===== src/ptbma_pkg.sv =====
`timescale 1ns / 1ps
package ptbma_pkg;
    localparam int unsigned XW = 13;
    localparam int unsigned WW = 12;
    localparam int unsigned IDW = 16;
    localparam int unsigned SXW = 17;
    localparam int unsigned SWW = 16;
    localparam int unsigned NW = 7;
    // ring depth per slot; the head pointer wraps on its own bits
    localparam int unsigned MAX_WINDOW = 8;
    localparam int unsigned PW = 3;
    localparam logic [3:0] REG_WINDOW = 4'd0;

    typedef struct packed {
        logic [XW-1:0] x;
        logic [XW-1:0] y;
        logic [WW-1:0] w;
        logic [WW-1:0] h;
    } t_box;

    typedef struct packed {
        logic signed [SXW-1:0] x;
        logic signed [SXW-1:0] y;
        logic        [SWW-1:0] w;
        logic        [SWW-1:0] h;
    } t_sum;

    typedef struct packed {
        logic           hit;
        logic           free;
        logic [IDW-1:0] id;
    } t_probe;
endpackage


===== src/ptbma_cell.sv =====
`timescale 1ns / 1ps
// one track slot: holds its id, flags and box ring; probes a passing id
module ptbma_cell
    import ptbma_pkg::*;
(
    input  logic                  i_clk,
    input  logic                  i_rst_n,
    input  t_probe                i_probe,
    output t_probe                o_probe,
    input  logic                  i_sel,
    input  logic                  i_alloc,
    input  logic                  i_eof,
    input  logic [NW-1:0]         i_win,
    input  t_box                  i_box,
    input  logic [PW-1:0]         i_rd_idx,
    output t_box                  o_rd_box,
    output logic [NW-1:0]         o_count,
    output logic [PW-1:0]         o_head,
    output logic                  o_match,
    output logic                  o_free
);
    logic          r_valid, r_seen;
    logic [IDW-1:0] r_id;
    logic [NW-1:0]  r_count;
    logic [PW-1:0]  r_head;
    t_box           r_ring [MAX_WINDOW];
    logic [NW-1:0]  n_count;

    assign o_match = r_valid && (r_id == i_probe.id);
    assign o_free  = !r_valid;
    // local hit/free flags are ORed into the chain
    assign o_probe.id   = i_probe.id;
    assign o_probe.hit  = i_probe.hit | o_match;
    assign o_probe.free = i_probe.free | o_free;
    assign o_rd_box = r_ring[i_rd_idx];
    assign o_count  = r_count;
    assign o_head   = r_head;

    always_comb begin
        n_count = (i_alloc ? '0 : r_count) + NW'(1);
        if (n_count > i_win) n_count = i_win;
    end

    always_ff @(posedge i_clk) begin
        if (!i_rst_n) begin
            r_valid <= 1'b0;
            r_seen  <= 1'b0;
            r_count <= '0;
            r_head  <= '0;
        end else if (i_eof) begin
            if (!r_seen) r_valid <= 1'b0;
            r_seen <= 1'b0;
        end else if (i_sel) begin
            r_valid <= 1'b1;
            r_seen  <= 1'b1;
            r_count <= n_count;
            r_head  <= (i_alloc ? PW'(0) : r_head) + PW'(1);
        end
    end

    always_ff @(posedge i_clk) begin
        if (i_sel) begin
            r_ring[i_alloc ? PW'(0) : r_head] <= i_box;
            if (i_alloc) r_id <= i_probe.id;
        end
    end
endmodule


===== config.mk =====
export PLATFORM = sky130hd
export DESIGN_NAME = ptbma_cell
export DESIGN_NICKNAME = d
export VERILOG_FILES = /design/src/ptbma_pkg.sv /design/src/ptbma_cell.sv
export SDC_FILE = /design/constraint.sdc
export NUM_CORES = 1
export LEC_CHECK = 0
export BUFFER_PORTS_ARGS = -buffer_cell sky130_fd_sc_hd__buf_2
export CAP_MARGIN = 20
export CELL_PAD_IN_SITES_DETAIL_PLACEMENT = 0
export CELL_PAD_IN_SITES_GLOBAL_PLACEMENT = 1
export CORE_MARGIN = 5
export CORE_UTILIZATION = 45
export CTS_CLUSTER_DIAMETER = 40
export CTS_CLUSTER_SIZE = 8
export DETAILED_ROUTE_END_ITERATION = 8
export HOLD_SLACK_MARGIN = 0.06
export PLACE_DENSITY_LB_ADDON = 0.1
export REMOVE_ABC_BUFFERS = 1
export SLEW_MARGIN = 20
export SYNTH_ARGS = -nofsm -noshare
export SYNTH_HDL_FRONTEND = slang
export SYNTH_SLANG_ARGS = --single-unit

===== constraint.sdc =====
create_clock -name i_clk -period 9.25 [get_ports i_clk]
set_clock_uncertainty 0.15 [all_clocks]
set_input_delay 1.3875 -clock i_clk [delete_from_list [all_inputs] [get_ports i_clk]]
set_output_delay 1.3875 -clock i_clk [all_outputs]
set_load 0.02 [all_outputs]

; Word-level counts from Yosys, hierarchy flattened
; Memory sizes are Yosys's and may differ from the RTL's.
; Cells that the tools add are included.
[totals]
elab_cells = 30
ff_bits = 28
ramBits = 400
inputBits = 83
n_memories = 1
output_inout_bits = 80
[op_classes]
n_eq_ne = 2
n_mux = 8
addsub = 2
magnitude_cmp = 1
n_reduce_logical = 7
bitwise_logic = 4
[memory_table]
columns = name, words, word_bits, read_ports, rd_clocked_by_memory_dff, write_ports, line_no
row1 = r_ring, 8, 50, 1, 0, 1, ptbma_cell.sv:26  ; t_box r_ring [MAX_WINDOW];
[ops]
columns = cell, count
row1 = $eq 16x16->1, 1
row2 = $mux 7, 2
row3 = $add 7x1->7 const B, 1
row4 = $gt 7x7->1, 1
row5 = $reduce_and 2->1, 3
row6 = $mux 1, 5
row7 = $add 3x1->3 const B, 1
row8 = $mux 3, 1
row9 = $ne 2x2->1 const B, 1
row10 = $not 1->1, 2
row11 = $or 1x1->1, 2
row12 = $reduce_bool 2->1, 1
row13 = $reduce_or 2->1, 1
row14 = $logic_and 1x1->1, 1
row15 = $logic_not 1->1, 1

; Depth between registers and ports, before layout
[depth]
depth_word = 4
mapped_depth = 9
depth_no_buf = 8

; Worst setup path after synthesis
; OpenSTA, ideal clock, no wires.
[synth_path]
path_kind = input -> register
start = input i_alloc
end = memory r_ring[4][0] (netlist name) (enable)
path_slack_ns = 1.968
stages = 3
t_arrival_ns = 6.550
setup_time_ns = 0.582
n_path_buf = 2
required_ns = 8.518
cell_sequence = buf_2 buf_1 nor4_1
[synth_via]
elab_chain_cells = 1
[synth_lines]
columns = item, line_no
row1 = from (decl), ptbma_cell.sv:11  ; input logic i_alloc,
row2 = $mux 3, ptbma_cell.sv:63  ; r_ring[i_alloc ? PW'(0) : r_head] <= i_box;
row3 = to (decl), ptbma_cell.sv:26
; Every way passes these cells.

==> impl_metrics.ini <==
[status]
status = finished, final reports clean

[route]
drtIter0Drc = 389
ant_nets = 0
drt_first_pass_iters = 7
drt-total-wl_um = 35640
detail_route.wl_per_cell_um = 23.80
drc = 0
via_per_inst = 5.468
routed-via-count = 8186

[floorplanning]
core_sq_um = 37670
die_w_um = 205.2
rows = 71
die_h_um = 205.2
die-area_sq_um = 42120
io_pins = 163
start_util_pct = 45.53

[synth]
ys_ff_latch = 428
synth_ff_type = edfxtp_1
synth_cell_types = 38
avgSynthCellArea_sq_um = 22.48
synth_edf_count = 416
ys_warn_count = 0
syn_area_sq_um = 17150
synthCells = 763
ys_seq_area_share_pct = 74.24
async_flop_share_pct = 0

[timing]
maxSlewViolCount = 0
whs_ns = 0.3526
setup_tns_ns = 0
rsz0062_at_grt = no
period_minus_slack_ns = 5.405
worst_pin_slew_ns = 1.021
fin_ws_ns = 3.845
hold_violations = 0
max_clock_freq_ghz = 0.1850
finalSetupViolCount = 0
slew_headroom_pct = 31.91
fin_crit_sh_pct = 58.43

[grt]
track_usage_pct = 17.07
overflow = 0
grt_pass1_wl_um = 53570
antenna_found_initial = 4
grt_max_degree = 75
first_global_vias = 9038

[clock_tree]
ctsResizeCount = 0
post_cts.repair.setup_buffers = 0
cts_made_buffers = 71
clk_path_buf_depth = 3
clkLatencyLatePin_ns = 0.56
ctsHoldBuffers = 0
htree_levels = 3
cts-root-buf = clkbuf_16
cts.reportedPaths.clkPinSlew_ns = 0.05
cts_tree = yes
cts.sinks = 428

[worst_setup_path]
r2r-end = o_count[0]$_SDFFE_PN0P_
end_kind = output pin
cpPeakStageDelay_ns = 0.71
cp_cell_sequence = buf_6 > buf_4 > mux4_1 > mux2_2 > buf_2
slowest_stage = buf_4
arrival_ns = 3.87
r2r_cells = 8
r2r-start = o_count[0]$_SDFFE_PN0P_
critPathKind = in2out
crit_fanout = 59
r2r_slack_ns = 6.44
cp-start-kind = input port
cp_data_required_time_ns = 7.71

[min_path]
min_from = r_seen$_SDFFE_PP0P_
hold_class = reg2reg
worstHoldPathCells = 2
hold_end = r_seen$_SDFFE_PP0P_

[placement]
port_buffers = 162
dpl.cell_count = 1395
placed_area_sq_um = 18380
globalplace.congestion = 0.7776
hpwl_um = 18820
dp_slack_ns = 3.845

[layout]
fin_cells = 1497
fin_area_sq_um = 20500
drive_above_1_share_pct = 32.35
final_util_pct = 54.43
num-fill-cells = 2958
area_growth_pct = 19.54
layout.nets = 1048
antenna_cells = 0

[pwr]
peakVddDrop_mv = 0.1446
power.total_mw = 4.779
cellPowerDensity_nw_per_um2 = 233.1
p_leak_nw = 7.208

[flow_run]
maxCapViolCount = 0
## critical path: cells and delay by family
kind / cells / cell delay [ns]
buffers and inverters: 3 / 1.39
multiplexers: 2 / 0.95
## cells in the mapped netlist (all sizes together) (4+ instances only)
| cell | n | share of area [%] |
|---|---|---|
| inv | 12 | 0.26 |
| clkbuf | 9 | 0.20 |
| o21ai | 9 | 0.26 |
| edfxtp | 416 | 73 |
| a21oi | 6 | 0.18 |
| o21a | 5 | 0.22 |
| nor2 | 15 | 0.33 |
| dfxtp | 12 | 1.4 |
| a2111oi | 7 | 0.36 |
| xor2 | 16 | 0.82 |
| nand2 | 8 | 0.18 |
| buf | 39 | 1.7 |
| a21o | 4 | 0.18 |
| mux4 | 100 | 15 |
| nor2b | 6 | 0.22 |
| nor4 | 4 | 0.15 |
| a211oi | 8 | 0.35 |
| mux2 | 50 | 3.3 |
| ha | 8 | 0.58 |
## layer usage
layer / part of all wire, % / GRT usage [%] / wire length [um]
met1: 41 / 21.29 / 14680
met2: 51 / 29.08 / 18160
met3: 5.3 / 4.933 / 1877
met4: 2.5 / 5.359 / 889
met5: 0.095 / 0 / 34
## worst max-delay path by stage
stage,from,to,slack [ns],cells after the start
finish,i_rd_idx[0],o_rd_box[0],3.85,5
global route,i_rd_idx[0],o_rd_box[29],3.76,5
CTS,i_rd_idx[0],o_rd_box[25],3.83,5
detailed placement,i_rd_idx[0],o_rd_box[6],3.85,5
global placement,i_rd_idx[0],o_rd_box[0],3.89,5
floorplan,i_sel,r_ring[4][0]$_DFFE_PP_,2.29,2
## cells in the final DEF, fill, tap and decap left out, drive strengths merged, types with 11 or more instances in the layout
cell and n:
nor2 15, mux4 100, clkbuf 81, mux2 50, buf 169, xor2 16, inv 15, clkinv 11
edfxtp 416, dfxtp 12
## cell families after synthesis
logic type | after synthesis | share of synthesized area [%]
DFF | 428 | 74.24
muxes | 150 | 18.60
buffers and inverters | 60 | 2.167
and+or+nand+nor | 53 | 1.627
AOI/OAI and AO/OA | 45 | 1.809
xor gates and xnor gates | 19 | 0.9703
adders and majority gates | 8 | 0.5837
## registers in the layout, summed over array words and instances, names as in the netlist
register  flops
o_head        3
r_id         16
r_valid       1
r_ring      400
o_count       7
r_seen        1
## layout make-up
| class | instances | area (sq um) | share of cell area (%) |
|---|---|---|---|
| timing repair buffer | 169 | 872.1 | 4.254 |
| sequential | 428 | 12730 | 62.10 |
| clock inverter | 21 | 221.5 | 1.080 |
| multi-input combinational | 275 | 4093 | 19.96 |
| clock buffer | 81 | 1899 | 9.264 |
| inverter | 12 | 45.04 | 0.2197 |
| tap | 511 | 639.4 | 3.119 |
## where the power goes
group          internal, mW  total [mW]  leakage [nW]  switching (mW)
combinational        0.0998       0.243          2.29           0.143
sequential             2.16        2.17          3.88          0.0105
clock                  1.55        2.36          1.03           0.814
No activity file was read; power rests on OpenSTA's default activity.
