[src/ptbma_pkg.sv]
`timescale 1ns / 1ps
package ptbma_pkg;
    localparam int unsigned XW = 13;
    localparam int unsigned WW = 12;
    localparam int unsigned IDW = 16;
    localparam int unsigned SXW = 17;
    localparam int unsigned SWW = 16;
    localparam int unsigned NW = 7;
    // ring depth per slot; the head pointer wraps on its own bits
    localparam int unsigned MAX_WINDOW = 8;
    localparam int unsigned PW = 3;
    localparam logic [3:0] REG_WINDOW = 4'd0;

    typedef struct packed {
        logic [XW-1:0] x;
        logic [XW-1:0] y;
        logic [WW-1:0] w;
        logic [WW-1:0] h;
    } t_box;

    typedef struct packed {
        logic signed [SXW-1:0] x;
        logic signed [SXW-1:0] y;
        logic        [SWW-1:0] w;
        logic        [SWW-1:0] h;
    } t_sum;

    typedef struct packed {
        logic           hit;
        logic           free;
        logic [IDW-1:0] id;
    } t_probe;
endpackage

[src/ptbma_div.sv]
`timescale 1ns / 1ps
// restoring divider for round(sum/n), half away from zero, one bit a cycle
module ptbma_div
    import ptbma_pkg::*;
(
    input  logic                  i_clk,
    input  logic                  i_rst_n,
    input  logic                  i_start,
    input  logic                  i_neg,
    input  logic [SXW:0]          i_mag2n,
    input  logic [NW:0]           i_den2,
    output logic                  o_done,
    output logic signed [SXW:0]   o_q
);
    logic [SXW:0]  r_quo;
    logic [NW+1:0] r_rem;
    logic [NW:0]   r_den;
    logic          r_neg, r_busy;
    logic [4:0]    r_cnt;
    logic [NW+1:0] n_rem;

    assign n_rem = {r_rem[NW:0], r_quo[SXW]};
    assign o_done = r_busy && (r_cnt == 5'd0);
    assign o_q = r_neg ? -$signed(r_quo) : $signed(r_quo);

    always_ff @(posedge i_clk) begin
        if (!i_rst_n) begin
            r_busy <= 1'b0;
            r_cnt  <= '0;
        end else if (i_start) begin
            r_busy <= 1'b1;
            r_cnt  <= 5'(SXW + 1);
        end else if (r_busy) begin
            if (r_cnt == 5'd0) r_busy <= 1'b0;
            else r_cnt <= r_cnt - 5'd1;
        end
    end

    always_ff @(posedge i_clk) begin
        if (i_start) begin
            r_quo <= i_mag2n;
            r_rem <= '0;
            r_den <= i_den2;
            r_neg <= i_neg;
        end else if (r_busy && r_cnt != 5'd0) begin
            if (n_rem >= {1'b0, r_den}) begin
                r_rem <= n_rem - {1'b0, r_den};
                r_quo <= {r_quo[SXW-1:0], 1'b1};
            end else begin
                r_rem <= n_rem;
                r_quo <= {r_quo[SXW-1:0], 1'b0};
            end
        end
    end
endmodule

[config.mk]
export PLATFORM = sky130hd
export DESIGN_NAME = ptbma_div
export DESIGN_NICKNAME = d
export VERILOG_FILES = /design/src/ptbma_pkg.sv /design/src/ptbma_div.sv
export SDC_FILE = /design/constraint.sdc
export NUM_CORES = 1
export LEC_CHECK = 0
export BUFFER_PORTS_ARGS = -buffer_cell sky130_fd_sc_hd__buf_2
export CAP_MARGIN = 40
export CORE_MARGIN = 4
export CORE_UTILIZATION = 55
export DETAILED_ROUTE_END_ITERATION = 8
export PLACE_DENSITY = 0.87
export SETUP_SLACK_MARGIN = 0.02
export SYNTH_ARGS = -nofsm -noshare
export SYNTH_HDL_FRONTEND = slang
export SYNTH_SLANG_ARGS = --single-unit
[constraint.sdc]
create_clock -name i_clk -period 4.65 [get_ports i_clk]
set_input_delay 0.6975 -clock i_clk [delete_from_list [all_inputs] [get_ports i_clk]]
set_output_delay 0.6975 -clock i_clk [all_outputs]
set_load 0.05 [all_outputs]
**Word-level counts from Yosys, hierarchy flattened**

Index checks and enable logic that the tools add are counted.

- Bits in registers: 41
- Input port bits: 30
- Logic and storage cells: 34

- Add/sub/neg operators: 3
- $lt $le $gt $ge: 1
- Equal/unequal tests: 1
- Multiplexer cells: 11
- Bitwise operators: 2
- Reduce and logical (&&, ||, !) cells: 9

Operator list:

| operator | count |
|---|---|
| two-way mux 18 bit | 3 |
| negation 18 bit | 1 |
| two-way mux 5 bit | 3 |
| greater-or-equal comparator 9 x 8 -> 1 bit | 1 |
| two-way mux 8 bit | 1 |
| subtractor 8 bit | 1 |
| zero test 5 bit | 1 |
| nonzero test 5 bit | 1 |
| subtractor 5 x 1 -> 5 bit, second input constant | 1 |
| two-way mux 1 bit | 4 |
| AND reduction 2 bit | 2 |
| nonzero test 2 bit | 2 |
| logical AND 1 bit | 2 |
| inequality test 2 bit, second input constant | 1 |
| inverter 1 bit | 2 |
| OR reduction 2 bit | 1 |

**Longest topological paths before layout**

Gate-level depths: netlist of the first run.

- Depth after elaboration: 4
- Gate-level depth with buffers: 8

**Worst setup path before layout of the first run**

No wires, ideal clock.

- Path kind: register -> output
- From: reg r_quo[9]
- To: out o_q[15]
- Data arrival time: 2.042 ns
- Required time: 3.953 ns
- Path slack: 1.910 ns
- Cell stages (with the launch flop): 6
- Path buffers: 0
- Cell sequence: edfxtp_1 > or4_4 > nor4_4 > nand2_2 > o41ai_2 > xnor2_1

- Cells in the longest elaborated chain, start to end: 2

RTL lines:

| what | RTL line | source |
|---|---|---|
| start: declaration | ptbma_div.sv:15 | `logic [SXW:0] r_quo;` |
| start signal: assignment | ptbma_div.sv:41 | `r_quo <= i_mag2n;` |
| start signal: assignment | ptbma_div.sv:48 | `r_quo <= {r_quo[SXW-1:0], 1'b1};` |
| start signal: assignment | ptbma_div.sv:51 | `r_quo <= {r_quo[SXW-1:0], 1'b0};` |
| negation 18 bit | ptbma_div.sv:24 | `assign o_q = r_neg ? -$signed(r_quo) : $signed(r_quo);` |
| two-way mux 18 bit | ptbma_div.sv:24 |  |
| end: declaration | ptbma_div.sv:13 | `output logic signed [SXW:0] o_q` |

No other way between the ends.

**Worst setup path after layout of the first run**

Ends and elaborated chain as after synthesis.

==> implementation parameters, run 1 <==
Parameter                              Value

Power
  Switching Power ... 0.000391 W
  Share of power burned in the clock network ... 0.264
  Switching part of the total power ... 0.349
  Share of total power in sequential cells ... 0.414
  Relative contribution of combinational cells to total power ... 0.322
  Power Internal ... 0.000729 W
  Power density over the cells ... 385 mW/mm^2
  Total power draw ... 0.00112 W
  Leakage power summed over all cells ... 1.19 nW
  IR drop worst, VDD ... 0.271 mV

Worst hold path
  Depth of the worst hold-timing path ... 2
  Terminating pin of the worst hold path ... r_rem[7]$_SDFFE_PP0P_
  Hold path startpoint ... r_rem[7]$_SDFFE_PP0P_
  Hold crit path type ... reg2reg

GRT
  First-pass GRT wire length ... 8180 um
  Pin count of the biggest net entering global routing ... 25
  Vias in the first global route ... 1793
  Total track usage ... 0.187
  Antenna violations before repair ... 0
  Gr ovfl total ... 0

Critical path
  Required arrival time at the worst endpoint ... 3.95 ns
  Endpoint of the worst-slack reg-to-reg timing path ... r_rem[2]$_SDFFE_PP0P_
  Kind of end point of the critical path ... primary output
  Reg2Reg Launch Point ... r_rem[5]$_SDFFE_PP0P_
  Cell-by-cell trace of the critical path ... or4_4, nor4_4, nand2_2, o41ai_2, xnor2_1, buf_2
  Largest stage delay, worst path ... 0.60 ns
  Reg2reg path depth ... 6
  Critical path type ... reg2out
  Reg2Reg Setup Slack ... 2.12 ns
  Setup crit start kind ... register
  Crit path DAT ... 2.41 ns
  Peak fanout along the critical path ... 4
  CP max-delay cell ... or4_4

Drt
  Total length of routed wires ... 4990 um
  Final routed DRC violation total ... 0
  Initial DRT Pass Iterations ... 4
  Count of antenna-violating nets left after detailed routing ... 0
  Number of vias after detailed routing ... 1967
  Final routed wire length divided by cell count ... 14.5 um
  1st-iter DRT viols ... 134
  Vias per inst ... 5.70

Floorplan
  Effective utilization at floorplan ... 0.573
  I/O pin count ... 49
  Die outline area ... 0.00572 sq mm
  Number of placement rows ... 24
  Width of the die ... 75.6 um
  Floorplan core area ... 0.00438 sq mm
  Die height ... 75.6 um

Status
  Result of the run ... finished clean

Yosys
  Compound-Gate Fraction of Synth Area ... 0.138
  Library cell with the highest instance count after synthesis ... edfxtp_1
  Cell type with the largest total area after synthesis ... edfxtp_1
  Proportion of register bits with asynchronous set or reset after synthesis ... 0
  Syn Std Cell Area ... 0.00251 sq mm
  Main area contributors after synthesis ... edfxtp_1, dfxtp_1, mux2_2
  Most frequent cells after synthesis ... edfxtp_1, nor2_1, xnor2_1
  Net count after synthesis ... 285
  Average instance area after synthesis ... 10.3 sq um
  Most used flip-flop cell after synthesis ... edfxtp_1
  Synth Area in XOR/XNOR ... 0.0767
  Dominant combinational cell family by area after synthesis ... simple AND/OR/NAND/NOR gates
  Area share of the largest cell type after synthesis ... 0.323
  Count of different cell masters after synthesis ... 49
  Share of the yosys chip area belonging to registers ... 0.434
  Syn. warnings ... 0
  Multiplexer share of the synthesized area ... 0.0911
  Seq cells post-synth ... 41
  Synthesized instance count ... 244
  Simple-gate share of the synthesized area ... 0.161
  Number of enable-type register cells in the synthesized netlist ... 27
  Synthesized-area fraction occupied by adder cells ... 0.0577

Clocking
  Clock sink count ... 41
  Total of cells resized after clock tree synthesis ... 0
  Worst-case clock buffer depth ... 2
  Post-CTS setup repair buffer count ... 0
  Htree depth ... 2
  Worst-skew pair later-pin latency ... 0.29 ns
  Buffer cell driving the clock tree root ... clkbuf_8
  Clock transition at the registers of the reported paths ... 0.08 ns
  CTS tree ... built
  Number of buffers created by CTS ... 5
  Count of hold buffers inserted by post-cts repair ... 0

Timing
  Unrepaired setup endpoints after global routing ... no
  Final worst path period share ... 0.668
  Tmin final ... 3.10 ns
  Worst slew margin ... 0.409
  Setup TNS ... 0 ns
  Number of failing hold endpoints at the final stage ... 0
  Final Setup Violations ... 0
  Fmax ... 322 MHz
  Transition at the pin with the smallest max-transition slack ... 0.884 ns
  Maximum clock skew at final layout ... 0.00668 ns
  Final max-slew violation count ... 0

Placed design
  RD Place Congestion ... 0.846
  Half-perimeter wire length after placement ... 3790 um
  Total of buffers placed on input and output ports ... 48

Cells and area
  Area of the multi-input gates ... 0.00132 sq mm
  Fraction of final layout cells with drive strength greater than 1 ... 0.276
  Number of nets in the layout ... 333
  Fill count ... 349
  Diode count ... 0
  Layout Area Growth over Synthesis ... 15.7%
  Area occupied by registers ... 0.00109 sq mm

Job
  Max-capacitance violation count ... 0
-- power groups by stage --
stage | combinational (W) | clock [W] | sequential [W]
2_1_floorplan | 0.000291 | 0 | 0.000461
3_3_place_gp | 0.000352 | 0 | 0.000470
3_5_place_dp | 0.000360 | 0 | 0.000472
4_1_cts | 0.000362 | 0.000300 | 0.000463
5_1_grt | 0.000393 | 0.000319 | 0.000469
6_report | 0.000361 | 0.000296 | 0.000464
-- through the flow --
stage	hold WS (ns)	area, sq um	instances	worst slack [ns]	utilization
3_3_place_gp	0.460	2790	337	1.95	0.637
2_1_floorplan	0.436	2510	244	1.91	-
6_report	0.501	2910	345	1.55	0.664
3_5_place_dp	0.479	2790	337	1.88	0.637
5_1_grt	0.534	2910	345	1.44	0.664
4_1_cts	0.499	2910	345	1.55	0.664
-- placed cells by master (no fill, tap or decap), drive strengths merged, types with 2 or more instances in the layout --
cell type / Yosys / routed
mux2i: 6 / 6
nor4: 3 / 3
o21ai: 13 / 13
ha: 10 / 10
nor3: 4 / 4
buf: 2 / 50
or4: 3 / 3
nand2b: 6 / 6
a211oi: 7 / 7
edfxtp: 27 / 27
dfxtp: 14 / 14
clkbuf: 7 / 7
inv: 17 / 17
xor2: 3 / 3
o21a: 2 / 2
xnor2: 19 / 19
o41ai: 4 / 4
and3: 2 / 2
nand2: 18 / 18
and2: 2 / 2
a31o: 2 / 2
nor2: 19 / 19
a21oi: 11 / 11
nor2b: 8 / 8
nand3: 3 / 3
mux2: 15 / 15
o31ai: 2 / 2
-- routing by layer --
layer | track usage | vias to the layer above | wire length (um)
li1 | - | 976 | -
met1 | 0.241 | 920 | 2080
met2 | 0.314 | 61 | 2530
met3 | 0.0409 | 10 | 307
met4 | 0.0621 | 0 | 68
met5 | 0 | - | 0
-- cell type report --
type | instances | area share
sequential | 41 | 0.375
timing repair buffer | 50 | 0.0877
clock buffer | 7 | 0.0297
inverter | 17 | 0.0219
multi-input combinational | 177 | 0.453
clock inverter | 1 | 0.0103
tap | 52 | 0.0224
-- worst max-delay path by stage --
stage,start,endpoint,slack (ns),depth (start not counted)
4_1_cts,r_quo[9]$_DFFE_PP_,o_q[15],1.55,6
3_3_place_gp,r_quo[9]$_DFFE_PP_,o_q[15],1.95,6
2_1_floorplan,r_quo[9]$_DFFE_PP_,o_q[15],1.91,5
5_1_grt,r_quo[9]$_DFFE_PP_,o_q[15],1.44,6
3_5_place_dp,r_quo[9]$_DFFE_PP_,o_q[15],1.88,6
6_report,r_quo[9]$_DFFE_PP_,o_q[15],1.55,6
-- flip-flops by register name (all words and copies together) (netlist names) --
register and cells:
r_quo 18, r_den 8, r_rem 8, r_cnt 5
r_busy 1, r_neg 1
-- critical path, delay by kind of cell (launching register included) --
family                 cells  cell delay, ns
AND/OR/NAND/NOR            3            0.91
buffers and inverters      1            0.27
XOR/XNOR                   1            0.15
flip-flops                 1            0.44
AO/OA/AOI/OAI              1            0.34
-- cell families (layout without fill, tap and decap cells) --
group	Yosys count	after routing
AOI/OAI and AO/OA	50	50
DFF	41	41
adders and majority gates	11	11
and+or+nand+nor	73	73
muxes	21	21
xor gates and xnor gates	22	22
buffers and inverters	26	75
(Power assumes the default switching activity.)
==> inputs of run 2 (changes only) <==
--- a/config.mk
+++ b/config.mk
@@ -5,12 +5,13 @@
 export SDC_FILE = /design/constraint.sdc
 export NUM_CORES = 1
 export LEC_CHECK = 0
+export ABC_AREA = 1
 export BUFFER_PORTS_ARGS = -buffer_cell sky130_fd_sc_hd__buf_2
 export CAP_MARGIN = 40
 export CORE_MARGIN = 4
-export CORE_UTILIZATION = 55
+export CORE_UTILIZATION = 50
 export DETAILED_ROUTE_END_ITERATION = 8
-export PLACE_DENSITY = 0.87
+export PLACE_DENSITY = 0.83
 export SETUP_SLACK_MARGIN = 0.02
 export SYNTH_ARGS = -nofsm -noshare
 export SYNTH_HDL_FRONTEND = slang
==> constraint.sdc (replaced) <==
create_clock -name i_clk -period 2.6 [get_ports i_clk]
set_input_delay 0.39 -clock i_clk [delete_from_list [all_inputs] [get_ports i_clk]]
set_output_delay 0.39 -clock i_clk [all_outputs]
set_load 0.05 [all_outputs]
==> run 2 against run 1 <==
Net effect:
- worst hold slack got worse by 0.24 ns
- area after synthesis is 2.1% higher
- critical path type unchanged
- combinational power up 55%
- critical endpoint unchanged
- total power up 57%
- largest cell class unchanged
- largest power group unchanged
- sequential cell count is the same
==> implementation parameters, run 2 <==
Parameter                              Value

Status
  Result of the run ... finished clean

Cells and area
  Top Registers ... r_quo x18, r_den x8, r_rem x8
  Diode count ... 0
  Highest-count cells in the layout ignoring fill and taps ... nand2_1, inv_1, buf_2
  Number of nets in the layout ... 421
  Register bank with the most flops ... r_quo
  Post-route standard cell area excluding fillers ... 0.00296 sq mm
  Count of placed standard cells in the final layout, fillers left out ... 448
  Commonest non-fill, non-tap cell in the layout ... nand2_1
  Post-layout util ... 0.610
  Max reg flops ... 18
  Fraction of final layout cells with drive strength greater than 1 ... 0.186
  Layout Area Growth over Synthesis ... 15.3%

Timing
  Maximum clock skew at final layout ... 0.0175 ns
  Tmin final ... 2.40 ns
  Worst slew margin ... 0.727
  Setup TNS ... 0 ns
  Transition at the pin with the smallest max-transition slack ... 0.409 ns
  Final max-slew violation count ... 0
  Worst hold margin ... 0.258 ns
  Number of failing hold endpoints at the final stage ... 0
  Fmax ... 417 MHz
  Unrepaired setup endpoints after global routing ... yes
  Final worst path period share ... 0.923
  Final Setup Violations ... 0

Drt
  Initial DRT Pass Iterations ... 5
  Count of antenna-violating nets left after detailed routing ... 0
  Number of vias after detailed routing ... 2275
  Vias per inst ... 5.08
  1st-iter DRT viols ... 175
  Total length of routed wires ... 5720 um
  Final routed DRC violation total ... 0
  Final routed wire length divided by cell count ... 12.8 um

Clocking
  Clock transition at the registers of the reported paths ... 0.09 ns
  Count of hold buffers inserted by post-cts repair ... 0
  Number of buffers created by CTS ... 5
  Buffer cell driving the clock tree root ... clkbuf_8
  Clock sink count ... 41
  CTS tree ... built
  Worst-case clock buffer depth ... 2
  Htree depth ... 2
  Worst-skew pair later-pin latency ... 0.30 ns

Floorplan
  Number of placement rows ... 25
  Width of the die ... 79.7 um
  Die outline area ... 0.00635 sq mm
  Floorplan core area ... 0.00485 sq mm
  Die height ... 79.7 um
  I/O pin count ... 49
  Effective utilization at floorplan ... 0.530

Power
  Share of power burned in the clock network ... 0.230
  Relative contribution of combinational cells to total power ... 0.319
  Share of total power in sequential cells ... 0.452
  IR drop worst, VDD ... 0.320 mV
  Leakage power summed over all cells ... 1.49 nW
  Power Internal ... 0.00109 W
  Switching part of the total power ... 0.377
  Switching Power ... 0.000662 W
  Power density over the cells ... 593 mW/mm^2

Job
  Max-capacitance violation count ... 0

Yosys
  Synth Area in XOR/XNOR ... 0.0682
  Area share of the largest cell type after synthesis ... 0.316
  Syn. warnings ... 0
  Syn Std Cell Area ... 0.00257 sq mm
  Cell type with the largest total area after synthesis ... edfxtp_1
  Net count after synthesis ... 370
  Main area contributors after synthesis ... edfxtp_1, nand2_1, dfxtp_1
  Multiplexer share of the synthesized area ... 0
  Most frequent cells after synthesis ... nand2_1, inv_1, edfxtp_1
  Share of the yosys chip area belonging to registers ... 0.425
  Library cell with the highest instance count after synthesis ... nand2_1
  Proportion of register bits with asynchronous set or reset after synthesis ... 0
  Most used flip-flop cell after synthesis ... edfxtp_1
  Average instance area after synthesis ... 7.80 sq um
  Simple-gate share of the synthesized area ... 0.292
  Compound-Gate Fraction of Synth Area ... 0.0746
  Seq cells post-synth ... 41
  Synthesized instance count ... 329
  Synthesized-area fraction occupied by adder cells ... 0.0565
  Dominant combinational cell family by area after synthesis ... simple AND/OR/NAND/NOR gates
  Number of enable-type register cells in the synthesized netlist ... 27
  Count of different cell masters after synthesis ... 34

Critical path
  Critical path type ... reg2out
  Setup crit start kind ... register
  Peak fanout along the critical path ... 5
  Crit path DAT ... 2.01 ns
  Required arrival time at the worst endpoint ... 2.21 ns
  Kind of end point of the critical path ... primary output

GRT
  Gr ovfl total ... 0
  Total track usage ... 0.193
  First-pass GRT wire length ... 9560 um
  Pin count of the biggest net entering global routing ... 40
  Antenna violations before repair ... 0
  Vias in the first global route ... 2169

Worst hold path
  Hold crit path type ... in2reg

Placed design
  RD Place Congestion ... 0.927
  Dpl cells ... 440
  Cell area after placement ... 0.00287 sq mm
  Half-perimeter wire length after placement ... 4300 um
  Total of buffers placed on input and output ports ... 48
## run 2: path summary, 6_finish.rpt
path	start	end	slack [ns]	cells after the start
worst max-delay path	r_quo[2]$_DFFE_PP_	o_q[15]	0.20	8
worst max register to register	r_cnt[0]$_SDFFE_PP0P_	r_rem[1]$_SDFFE_PP0P_	0.67	11
worst min-delay path	i_neg	r_neg$_DFFE_PP_	0.26	1
worst min register to register	r_rem[7]$_SDFFE_PP0P_	r_rem[7]$_SDFFE_PP0P_	0.47	2
## run 2: per-layer routing
layer	part of all wire	global-route usage	up-vias
li1	-	-	1158
met1	0.45	0.251	1042
met2	0.48	0.308	64
met3	0.050	0.0418	11
met4	0.019	0.0808	0
met5	0	0	-
## run 2: logic make-up after synthesis
kind of cell | count (synthesis)
simple gates | 168
flops | 41
fa+ha+maj | 11
compound gates | 35
xor+xnor | 20
buf+inv | 54
## run 2: final cells by class
class,instances,area (sq um)
multi-input combinational,234,1260
sequential,41,1090
clock inverter,2,10.0
inverter,48,180
tap,67,83.8
clock buffer,6,72.6
fill,443,1890
timing repair buffer,50,260
## run 2: critical path: stages, from the launching register on
cell and delay [ns]:
edfxtp_1 0.36, inv_1 0.15, nand3_1 0.14, nor2_1 0.24, nand2_1 0.11, nand2_1 0.11, nand2_1 0.09, xor2_1 0.20
buf_2 0.30
## run 2: what timing repair did
item                                    CTS  global route
gates resized for setup                   0             3
endpoints found under the setup margin    0             2
buffers inserted                          0             0
## run 2: power by group through the flow
stage	sequential, W	clock [W]	combinational [W]
after floorplan	0.000793	0	0.000428
after global placement	0.000803	0	0.000544
after detailed placement	0.000806	0	0.000553
after CTS	0.000792	0.000413	0.000557
after global routing	0.000798	0.000441	0.000606
final	0.000793	0.000403	0.000559
## run 2: through the flow
| step | setup slack [ns] | total power [W] |
|---|---|---|
| global route | 0.0106 | 0.00185 |
| finish | 0.201 | 0.00176 |
| CTS | 0.163 | 0.00176 |
| floorplan | 0.274 | 0.00122 |
| global placement | 0.570 | 0.00135 |
| detailed placement | 0.495 | 0.00136 |
